**config.mk**
```make
export PLATFORM = sky130hd
export DESIGN_NAME = tap_tempo_estimator_unit_flat
export DESIGN_NICKNAME = d
export VERILOG_FILES = /design/src/hw/rtl/tte_pkg.sv /design/src/hw/rtl/tte_if.sv /design/src/hw/rtl/tte_divider.sv /design/src/hw/rtl/tap_tempo_estimator_unit.sv /design/src/flat_wrapper.sv
export SDC_FILE = /design/constraint.sdc
export NUM_CORES = 1
export LEC_CHECK = 0
export ABC_AREA = 1
export ABC_CLOCK_PERIOD_IN_PS = 6700
export BUFFER_PORTS_ARGS = -buffer_cell sky130_fd_sc_hd__buf_4
export CORE_AREA = 2 2 290 349
export DETAILED_ROUTE_END_ITERATION = 7
export DIE_AREA = 0 0 292 351
export SKIP_LAST_GASP = 1
export SYNTH_ARGS = -nofsm -noshare
export SYNTH_HDL_FRONTEND = slang
export SYNTH_HIERARCHICAL = 1
export SYNTH_SLANG_ARGS = --single-unit
```
**constraint.sdc**
```tcl
create_clock -name clk -period 6.7 [get_ports clk]
set_clock_uncertainty 0.2 [all_clocks]
set_input_delay 0.67 -clock clk [delete_from_list [all_inputs] [get_ports clk]]
set_output_delay 0.67 -clock clk [all_outputs]
set_load 0.01 [all_outputs]
```
**src/hw/rtl/tte_pkg.sv**
```systemverilog
// Shared constants, codes and helpers for the tap tempo estimator.
`default_nettype none

package tte_pkg;

  // History ring depth and derived widths
  localparam int HISTORY_DEPTH = 9;
  localparam int SLOT_W        = $clog2(HISTORY_DEPTH);
  localparam int COUNT_W       = $clog2(HISTORY_DEPTH + 1);

  // Field widths
  localparam int TIME_W  = 32;
  localparam int CFG_W   = 16;
  localparam int TEMPO_W = 16;

  // 60000 ms per minute times 64 sub-steps per bpm
  localparam int unsigned MS_PER_MINUTE_X64 = 3840000;
  localparam int NUM_W = $clog2(MS_PER_MINUTE_X64 * (HISTORY_DEPTH - 1) + 1);

  // Configuration register indexes
  localparam int CFG_IDX_W = 2;
  localparam logic [CFG_IDX_W-1:0] REG_TIMEOUT_MS = 2'd0;
  localparam logic [CFG_IDX_W-1:0] REG_MIN_TEMPO  = 2'd1;
  localparam logic [CFG_IDX_W-1:0] REG_MAX_TEMPO  = 2'd2;

  // Register reset values
  localparam logic [CFG_W-1:0] TIMEOUT_MS_RST = 16'd2500;
  localparam logic [CFG_W-1:0] MIN_TEMPO_RST  = 16'd640;
  localparam logic [CFG_W-1:0] MAX_TEMPO_RST  = 16'd63936;

  // Slot that lies 'back' entries behind 'slot' around the ring
  function automatic logic [SLOT_W-1:0] slot_back(input logic [SLOT_W-1:0]  slot,
                                                  input logic [COUNT_W-1:0] back);
    logic [SLOT_W+1:0] sum;
    sum = {2'b00, slot} + (SLOT_W + 2)'(HISTORY_DEPTH) - (SLOT_W + 2)'(back);
    if (sum >= (SLOT_W + 2)'(HISTORY_DEPTH)) begin
      sum = sum - (SLOT_W + 2)'(HISTORY_DEPTH);
    end
    return sum[SLOT_W-1:0];
  endfunction

  // Next ring slot with wrap
  function automatic logic [SLOT_W-1:0] slot_next(input logic [SLOT_W-1:0] slot);
    logic [SLOT_W:0] inc;
    inc = {1'b0, slot} + (SLOT_W + 1)'(1);
    if (inc == (SLOT_W + 1)'(HISTORY_DEPTH)) begin
      inc = '0;
    end
    return inc[SLOT_W-1:0];
  endfunction

endpackage

`default_nettype wire

```
**src/hw/rtl/tte_if.sv**
```systemverilog
// Valid/ready channel interfaces for taps and tempo results.
`default_nettype none

interface tte_tap_if;
  import tte_pkg::*;
  logic              valid;
  logic              ready;
  logic [TIME_W-1:0] tap_time;
  modport source (output valid, output tap_time, input ready);
  modport sink   (input valid, input tap_time, output ready);
endinterface

interface tte_tempo_if;
  import tte_pkg::*;
  logic               valid;
  logic               ready;
  logic [TEMPO_W-1:0] tempo;
  logic               has_tempo;
  modport source (output valid, output tempo, output has_tempo, input ready);
  modport sink   (input valid, input tempo, input has_tempo, output ready);
endinterface

`default_nettype wire

```
**src/hw/rtl/tte_divider.sv**
```systemverilog
// Radix-2 restoring divider, one quotient bit per cycle.
`default_nettype none

module tte_divider (
  input  wire logic                       clk,
  input  wire logic                       rst,
  input  wire logic                       start,
  input  wire logic [tte_pkg::NUM_W-1:0]  dividend,
  input  wire logic [tte_pkg::TIME_W-1:0] divisor,
  output logic                            busy,
  output logic                            done,
  output logic [tte_pkg::NUM_W-1:0]       quotient
);
  import tte_pkg::*;

  localparam int ITER_W = $clog2(NUM_W + 1);

  logic [TIME_W-1:0] rem;
  logic [TIME_W-1:0] den;
  logic [ITER_W-1:0] iter;
  logic [TIME_W:0]   trial;
  logic              fits;

  // Shift in the next dividend bit and try the subtract
  assign trial = {rem, quotient[NUM_W-1]};
  assign fits  = trial >= {1'b0, den};

  // Control: count iterations
  always_ff @(posedge clk) begin
    if (rst) begin
      busy <= 1'b0;
      done <= 1'b0;
      iter <= '0;
    end else begin
      done <= 1'b0;
      if (start) begin
        busy <= 1'b1;
        iter <= ITER_W'(NUM_W);
      end else if (busy) begin
        iter <= iter - ITER_W'(1);
        if (iter == ITER_W'(1)) begin
          busy <= 1'b0;
          done <= 1'b1;
        end
      end
    end
  end

  // Datapath: remainder and quotient shift register
  always_ff @(posedge clk) begin
    if (start) begin
      rem      <= '0;
      den      <= divisor;
      quotient <= dividend;
    end else if (busy) begin
      if (fits) begin
        rem <= TIME_W'(trial - {1'b0, den});
      end else begin
        rem <= trial[TIME_W-1:0];
      end
      quotient <= {quotient[NUM_W-2:0], fits};
    end
  end

endmodule

`default_nettype wire

```
**src/hw/rtl/tap_tempo_estimator_unit.sv**
```systemverilog
// Tap tempo estimator top level: tap history ring, sequencer, clamp and output register.
//
//  channel  | dir | handshake     | payload
//  ---------+-----+---------------+-------------------------------
//  taps     | in  | valid/ready   | tap_time[31:0] (ms)
//  result   | out | valid/ready   | tempo[15:0] (1/64 bpm), has_tempo
//  cfg      | in  | cfg_write     | cfg_index[1:0], cfg_data[15:0]
//
// A tap with a positive span passes from acceptance to the next ready through these steps:
// accept, history check, span, the restoring divider (25 quotient bits plus done),
// then the load of the output register, which makes the result valid. Taps without
// a positive span skip the divider.
// A held result stalls the sequencer at the end only if it is still unread.
// Reset (rst, synchronous) empties the history and restores register defaults.
`default_nettype none

module tap_tempo_estimator_unit (
  input  wire logic                          clk,
  input  wire logic                          rst,
  input  wire logic                          cfg_write,
  input  wire logic [tte_pkg::CFG_IDX_W-1:0] cfg_index,
  input  wire logic [tte_pkg::CFG_W-1:0]     cfg_data,
  tte_tap_if.sink                            taps,
  tte_tempo_if.source                        result
);
  import tte_pkg::*;

  localparam logic [2:0] ST_IDLE  = 3'd0;
  localparam logic [2:0] ST_CHECK = 3'd1;
  localparam logic [2:0] ST_SPAN  = 3'd2;
  localparam logic [2:0] ST_DIV   = 3'd3;
  localparam logic [2:0] ST_FIN   = 3'd4;

  logic [2:0]          state;
  logic [2:0]          state_next;

  logic [CFG_W-1:0]    timeout_ms;
  logic [CFG_W-1:0]    min_tempo;
  logic [CFG_W-1:0]    max_tempo;

  logic [TIME_W-1:0]   hist_mem [HISTORY_DEPTH];
  logic [SLOT_W-1:0]   rd_addr;
  logic [TIME_W-1:0]   rd_data;

  logic [COUNT_W-1:0]  tap_count;
  logic [SLOT_W-1:0]   write_slot;
  logic [TIME_W-1:0]   now;

  logic                do_clear;
  logic [COUNT_W-1:0]  count_eff;
  logic [SLOT_W-1:0]   slot_eff;
  logic [COUNT_W-1:0]  count_new;
  logic [SLOT_W-1:0]   slot_new;
  logic signed [TIME_W:0] diff;

  logic                span_ok;
  logic                div_start;
  logic                div_busy;
  logic                div_done;
  logic [NUM_W-1:0]    div_num;
  logic [NUM_W-1:0]    quotient;
  logic [NUM_W-1:0]    q_low;
  logic [NUM_W-1:0]    q_clamped;

  logic [TEMPO_W-1:0]  res_tempo;
  logic                res_has;
  logic                out_valid;

  // Configuration registers
  always_ff @(posedge clk) begin
    if (rst) begin
      timeout_ms <= TIMEOUT_MS_RST;
      min_tempo  <= MIN_TEMPO_RST;
      max_tempo  <= MAX_TEMPO_RST;
    end else if (cfg_write) begin
      unique case (cfg_index)
        REG_TIMEOUT_MS: timeout_ms <= cfg_data;
        REG_MIN_TEMPO:  min_tempo  <= cfg_data;
        REG_MAX_TEMPO:  max_tempo  <= cfg_data;
        default: ;
      endcase
    end
  end

  // Signed difference of the current tap against the history read
  assign diff = $signed({1'b0, now}) - $signed({1'b0, rd_data});

  // Drop history when the gap exceeds the timeout
  assign do_clear  = (tap_count != '0) &&
                     (diff > $signed({{(TIME_W + 1 - CFG_W){1'b0}}, timeout_ms}));
  assign count_eff = do_clear ? '0 : tap_count;
  assign slot_eff  = do_clear ? '0 : write_slot;
  assign slot_new  = slot_next(slot_eff);
  assign count_new = (count_eff < COUNT_W'(HISTORY_DEPTH)) ? count_eff + COUNT_W'(1)
                                                            : count_eff;

  // Tempo needs two taps and a positive span
  assign span_ok   = (tap_count >= COUNT_W'(2)) && !diff[TIME_W] && (diff != '0);
  assign div_start = (state == ST_SPAN) && span_ok;
  assign div_num   = NUM_W'(MS_PER_MINUTE_X64) * NUM_W'(tap_count - COUNT_W'(1));

  // Read address: newest tap on accept, oldest tap after the write
  always_comb begin
    if (state == ST_CHECK) begin
      rd_addr = slot_back(slot_new, count_new);
    end else begin
      rd_addr = slot_back(write_slot, COUNT_W'(1));
    end
  end

  // History memory with registered read
  always_ff @(posedge clk) begin
    rd_data <= hist_mem[rd_addr];
    if (state == ST_CHECK) begin
      hist_mem[slot_eff] <= now;
    end
  end

  tte_divider u_div (
    .clk      (clk),
    .rst      (rst),
    .start    (div_start),
    .dividend (div_num),
    .divisor  (diff[TIME_W-1:0]),
    .busy     (div_busy),
    .done     (div_done),
    .quotient (quotient)
  );

  // Clamp: lower bound first, upper bound second
  assign q_low     = (quotient < NUM_W'(min_tempo)) ? NUM_W'(min_tempo) : quotient;
  assign q_clamped = (q_low > NUM_W'(max_tempo)) ? NUM_W'(max_tempo) : q_low;

  // Sequencer next state
  always_comb begin
    state_next = state;
    unique case (state)
      ST_IDLE:  if (taps.valid) state_next = ST_CHECK;
      ST_CHECK: state_next = ST_SPAN;
      ST_SPAN:  state_next = span_ok ? ST_DIV : ST_FIN;
      ST_DIV:   if (div_done) state_next = ST_FIN;
      ST_FIN:   if (!out_valid || result.ready) state_next = ST_IDLE;
      default:  state_next = ST_IDLE;
    endcase
  end

  // Sequencer, ring pointers and output register
  always_ff @(posedge clk) begin
    if (rst) begin
      state      <= ST_IDLE;
      tap_count  <= '0;
      write_slot <= '0;
      out_valid  <= 1'b0;
    end else begin
      state <= state_next;
      if (state == ST_CHECK) begin
        tap_count  <= count_new;
        write_slot <= slot_new;
      end
      if (state == ST_FIN && (!out_valid || result.ready)) begin
        out_valid <= 1'b1;
      end else if (result.ready) begin
        out_valid <= 1'b0;
      end
    end
  end

  // Payload registers
  always_ff @(posedge clk) begin
    if (state == ST_IDLE && taps.valid) begin
      now <= taps.tap_time;
    end
    if (state == ST_SPAN && !span_ok) begin
      res_tempo <= '0;
      res_has   <= 1'b0;
    end else if (state == ST_DIV && div_done) begin
      res_tempo <= q_clamped[TEMPO_W-1:0];
      res_has   <= 1'b1;
    end
    if (state == ST_FIN && (!out_valid || result.ready)) begin
      result.tempo     <= res_tempo;
      result.has_tempo <= res_has;
    end
  end

  assign taps.ready   = (state == ST_IDLE);
  assign result.valid = out_valid;

  // Checks
  a_count_bound: assert property (@(posedge clk) disable iff (rst)
    tap_count <= COUNT_W'(HISTORY_DEPTH))
    else $error("tap count beyond history depth");

  a_slot_bound: assert property (@(posedge clk) disable iff (rst)
    write_slot < SLOT_W'(HISTORY_DEPTH))
    else $error("write slot outside ring");

  a_div_in_state: assert property (@(posedge clk) disable iff (rst)
    div_busy |-> state == ST_DIV)
    else $error("divider busy outside divide state");

  a_no_tempo_zero: assert property (@(posedge clk) disable iff (rst)
    (result.valid && !result.has_tempo) |-> result.tempo == '0)
    else $error("tempo nonzero without estimate");

endmodule

`default_nettype wire

```
**src/flat_wrapper.sv**
```systemverilog
// flat-port wrapper written by rule: the top's interface ports become plain ports
module tap_tempo_estimator_unit_flat import tte_pkg::*;
  (clk, rst, cfg_write, cfg_index, cfg_data, taps_valid, taps_tap_time, taps_ready, result_valid, result_tempo, result_has_tempo, result_ready);
  tte_tap_if taps_i ();
  tte_tempo_if result_i ();
  input  wire logic clk;
  input  wire logic rst;
  input  wire logic cfg_write;
  input  wire logic [tte_pkg::CFG_IDX_W-1:0] cfg_index;
  input  wire logic [tte_pkg::CFG_W-1:0] cfg_data;
  input wire logic [$bits(taps_i.valid)-1:0] taps_valid;
  input wire logic [$bits(taps_i.tap_time)-1:0] taps_tap_time;
  output wire logic [$bits(taps_i.ready)-1:0] taps_ready;
  output wire logic [$bits(result_i.valid)-1:0] result_valid;
  output wire logic [$bits(result_i.tempo)-1:0] result_tempo;
  output wire logic [$bits(result_i.has_tempo)-1:0] result_has_tempo;
  input wire logic [$bits(result_i.ready)-1:0] result_ready;
  assign taps_i.valid = taps_valid;
  assign taps_i.tap_time = taps_tap_time;
  assign taps_ready = taps_i.ready;
  assign result_valid = result_i.valid;
  assign result_tempo = result_i.tempo;
  assign result_has_tempo = result_i.has_tempo;
  assign result_i.ready = result_ready;
  tap_tempo_estimator_unit u_core (.clk(clk), .rst(rst), .cfg_write(cfg_write), .cfg_index(cfg_index), .cfg_data(cfg_data), .taps(taps_i), .result(result_i));
endmodule
```
==> reports/results.ini <==
[floorplan]
dieArea_mm2 = 0.102
ioPinCount = 74
start_util_pct = 29.7
die_x_um = 292
fp.dieH_um = 351
coreArea_mm2 = 0.0993
rows = 127

[critical_path]
r2r-start = u_core/now[0]
cp.required_ps = 7030
r2r_cells = 42
endpoint = u_core/rd_data[28]
cpMaxStageDelayCell = fa_2
crit_path_frequent_cell = nand2_2
critPathLaunchType = flip-flop
crit_start = u_core/now[0]
cp.arrival_ps = 7040
cp_max_fo = 8
r2r_setup_slack_ps = -9
end_kind = flip-flop
critical_path_class = reg2reg
timing.rr.end = u_core/rd_data[28]
max_stage_delay_ps = 590

[timing]
slew_headroom_pct = 15.0
period_share_pct = 100
report.final.slew_viol_count = 0
worstMarginPinSlew_ps = 1260
rsz0062_at_grt = yes
max_freq_mhz = 149
final.min_clock_period_ps = 6710
setup_viol = 2
hold_violations = 0
setup_ws_ps = -8.55

[synth]
ys_seq_area_share_pct = 50.2
synth_seq_cells = 542
synth-main-ff-cell = edfxtp_1
syn_avg_cell_area_um2 = 8.76
synth-edff-count = 394
async_flop_share_pct = 0
synth_cell_types = 58
syn_inst = 3363
syn_area_mm2 = 0.0295
ys_warn_count = 6

[layout]
final_cells = 5000
drive_above_1_share_pct = 17.1
finalNetCount = 3892
final_cell_area_mm2 = 0.0366
area_growth_pct = 24.2

[global_routing]
grt_max_degree = 65
gr-total-overflow = 0
antenna_found_initial = 2
track_usage_pct = 15.1
grt_pass1_wl_um = 123000
grt_pass1_vias = 22567

[route]
vias_per_cell = 4.63
wire_per_inst_um = 16.1
drt_drc_violations_left = 0
routed_wl_um = 80300
ant_nets = 0
drt_iter0_markers = 1570
num_vias = 23126
first_pass_iters = 7

[clock_network]
clk_path_buf_depth = 3
cts_sinks = 542
root_buffer = clkbuf_16
cts_max_level = 2
clk_pin_slew_ps = 60
clock_latency_ps = 640
numCtsBuffers = 58
cts_tree = yes

[placed_design]
gp_congestion = 0.899
dp_cells = 4813
dp_hpwl_um = 54700
port_buffers = 73
dpl_cell_area_mm2 = 0.0329

[outcome]
violations = setup timing
status = finished with violations

[hold_path]
hp-class = in2reg

[flow_run]
cap_violations = 0

flip-flops by register name, summed over array words and instances, names as in the netlist:
register and count:
u_core/u_div/done 1, u_core/res_has 1, u_core/result.valid 1, u_core/min_tempo 16, u_core/hist_mem 288, u_core/rd_data 32, u_core/tap_count 4, u_core/u_div/quotient 25
u_core/state 3, u_core/u_div/iter 5, u_core/u_div/den 32, u_core/result.has_tempo 1, u_core/u_div/busy 1, u_core/result.tempo 16, u_core/u_div/rem 32, u_core/write_slot 4
u_core/res_tempo 16, u_core/timeout_ms 16, u_core/now 32, u_core/max_tempo 16
critical path, delay by kind of cell (launching register included):
family	cells	cell delay (ps)
flip-flops	1	400
adder cells (fa/ha/maj)	6	1820
AO/OA/AOI/OAI	5	810
XOR/XNOR	1	130
AND/OR/NAND/NOR	19	1980
buffers and inverters	11	1260
stage by stage:
stage / setup WS, ps / setup TNS [ps] / hold WS [ps] / utilization (%)
5_1_grt: -370 / -9390 / 11.9 / 36.9
3_3_place_gp: -325 / -8570 / 214 / 33.1
6_report: -8.55 / -9.27 / 34.6 / 36.9
2_1_floorplan: 203 / 0 / 209 / -
3_5_place_dp: -418 / -10000 / 216 / 33.1
4_1_cts: -35.3 / -254 / 0.292 / 35.8
routing by layer:
layer | routed length (um) | GRT usage [%] | part of all wire, %
met5 | 0 | 0 | 0
met4 | 3120 | 5.68 | 3.9
met1 | 34200 | 18.4 | 43
met3 | 3120 | 1.86 | 3.9
met2 | 39900 | 27.2 | 50
cell usage in the layout, fill, tap and decap left out, types with 12 or more instances in the layout:
cell             n
a21boi_0        16
a21oi_1        161
buf_12          18
buf_4          269
buf_6           17
clkbuf_1        22
clkbuf_16       70
dfxtp_1        148
dlygate4sd3_1   14
edfxtp_1       394
fa_1            13
ha_1           137
ha_4            22
inv_1          591
inv_2           20
nand2_1        801
nand2_2         50
nand2_4         14
nand3_1        147
nand3_2         17
nand3b_1        16
nand4_1         26
nor2_1         188
nor2_2          16
nor2_4          13
nor3_1          19
o211ai_1       108
o21a_1          19
o21ai_0         75
o21ai_1         31
o311ai_1        36
o311ai_2        14
o31ai_1         12
xnor2_1         16
xor2_1          29
Yosys cell counts (15+ instances only):
| cell | number | area share, % |
|---|---|---|
| a21boi_0 | 17 | 0.43 |
| a21oi_1 | 167 | 2.8 |
| buf_2 | 23 | 0.39 |
| clkbuf_1 | 64 | 0.82 |
| dfxtp_1 | 148 | 10 |
| edfxtp_1 | 394 | 40 |
| fa_1 | 15 | 1.0 |
| ha_1 | 163 | 6.9 |
| inv_1 | 607 | 7.7 |
| nand2_1 | 829 | 11 |
| nand2_2 | 35 | 0.74 |
| nand3_1 | 153 | 2.6 |
| nand3_2 | 15 | 0.51 |
| nand3b_1 | 16 | 0.41 |
| nand4_1 | 26 | 0.55 |
| nor2_1 | 201 | 2.6 |
| nor3_1 | 20 | 0.34 |
| o211ai_1 | 108 | 2.8 |
| o21a_1 | 19 | 0.48 |
| o21ai_0 | 90 | 1.5 |
| o21ai_1 | 19 | 0.32 |
| o311ai_0 | 56 | 1.7 |
| xnor2_1 | 19 | 0.56 |
| xor2_1 | 37 | 1.1 |
layout make-up:
type | instances | area, um^2
Inverter | 624 | 2360
Clock inverter | 22 | 221
Sequential cell | 542 | 14800
Clock buffer | 88 | 1680
Antenna cell | 1 | 2.50
Tap cell | 1290 | 1610
Multi-Input combinational cell | 2101 | 12900
Fill cell | 9855 | 62700
Timing Repair Buffer | 332 | 3040
cell families (layout without fill, tap and decap cells):
family | count (synthesis) | count (layout) | share of synthesized area, %
AO/OA/AOI/OAI | 517 | 518 | 11.1
AND/OR/NAND/NOR | 1336 | 1337 | 19.4
adder cells (fa/ha/maj) | 178 | 178 | 7.94
multiplexers | 1 | 1 | 0.0382
buffers and inverters | 732 | 1066 | 9.64
other | 1 | 12 | 0.0127
XOR/XNOR | 56 | 56 | 1.66
flip-flops | 542 | 542 | 50.2
what timing repair did:
item / in CTS / in global routing
pin swaps: 26 / 52
endpoints found under the hold margin: 14 / 0
buffers inserted: 21 / 30
gates cloned: 3 / 11
hold buffers: 14 / 0
resized for setup: 94 / 168
endpoints found under the setup margin: 32 / 32
worst min-delay path by stage:
stage / startpoint / end / slack (ps) / cells past startpoint
floorplan: u_core/res_tempo[0] / u_core/result.tempo[0] / 210 / 0
global placement: u_core/res_tempo[10] / u_core/result.tempo[10] / 210 / 0
detailed placement: u_core/res_tempo[10] / u_core/result.tempo[10] / 220 / 0
CTS: taps_tap_time[6] / u_core/now[6] / 0.3 / 1
global route: taps_tap_time[30] / u_core/now[30] / 10 / 1
finish: taps_tap_time[23] / u_core/now[23] / 30 / 1
Power is not shown: default switching activity piles up to over one toggle a cycle in this logic, so the estimate is an artifact.
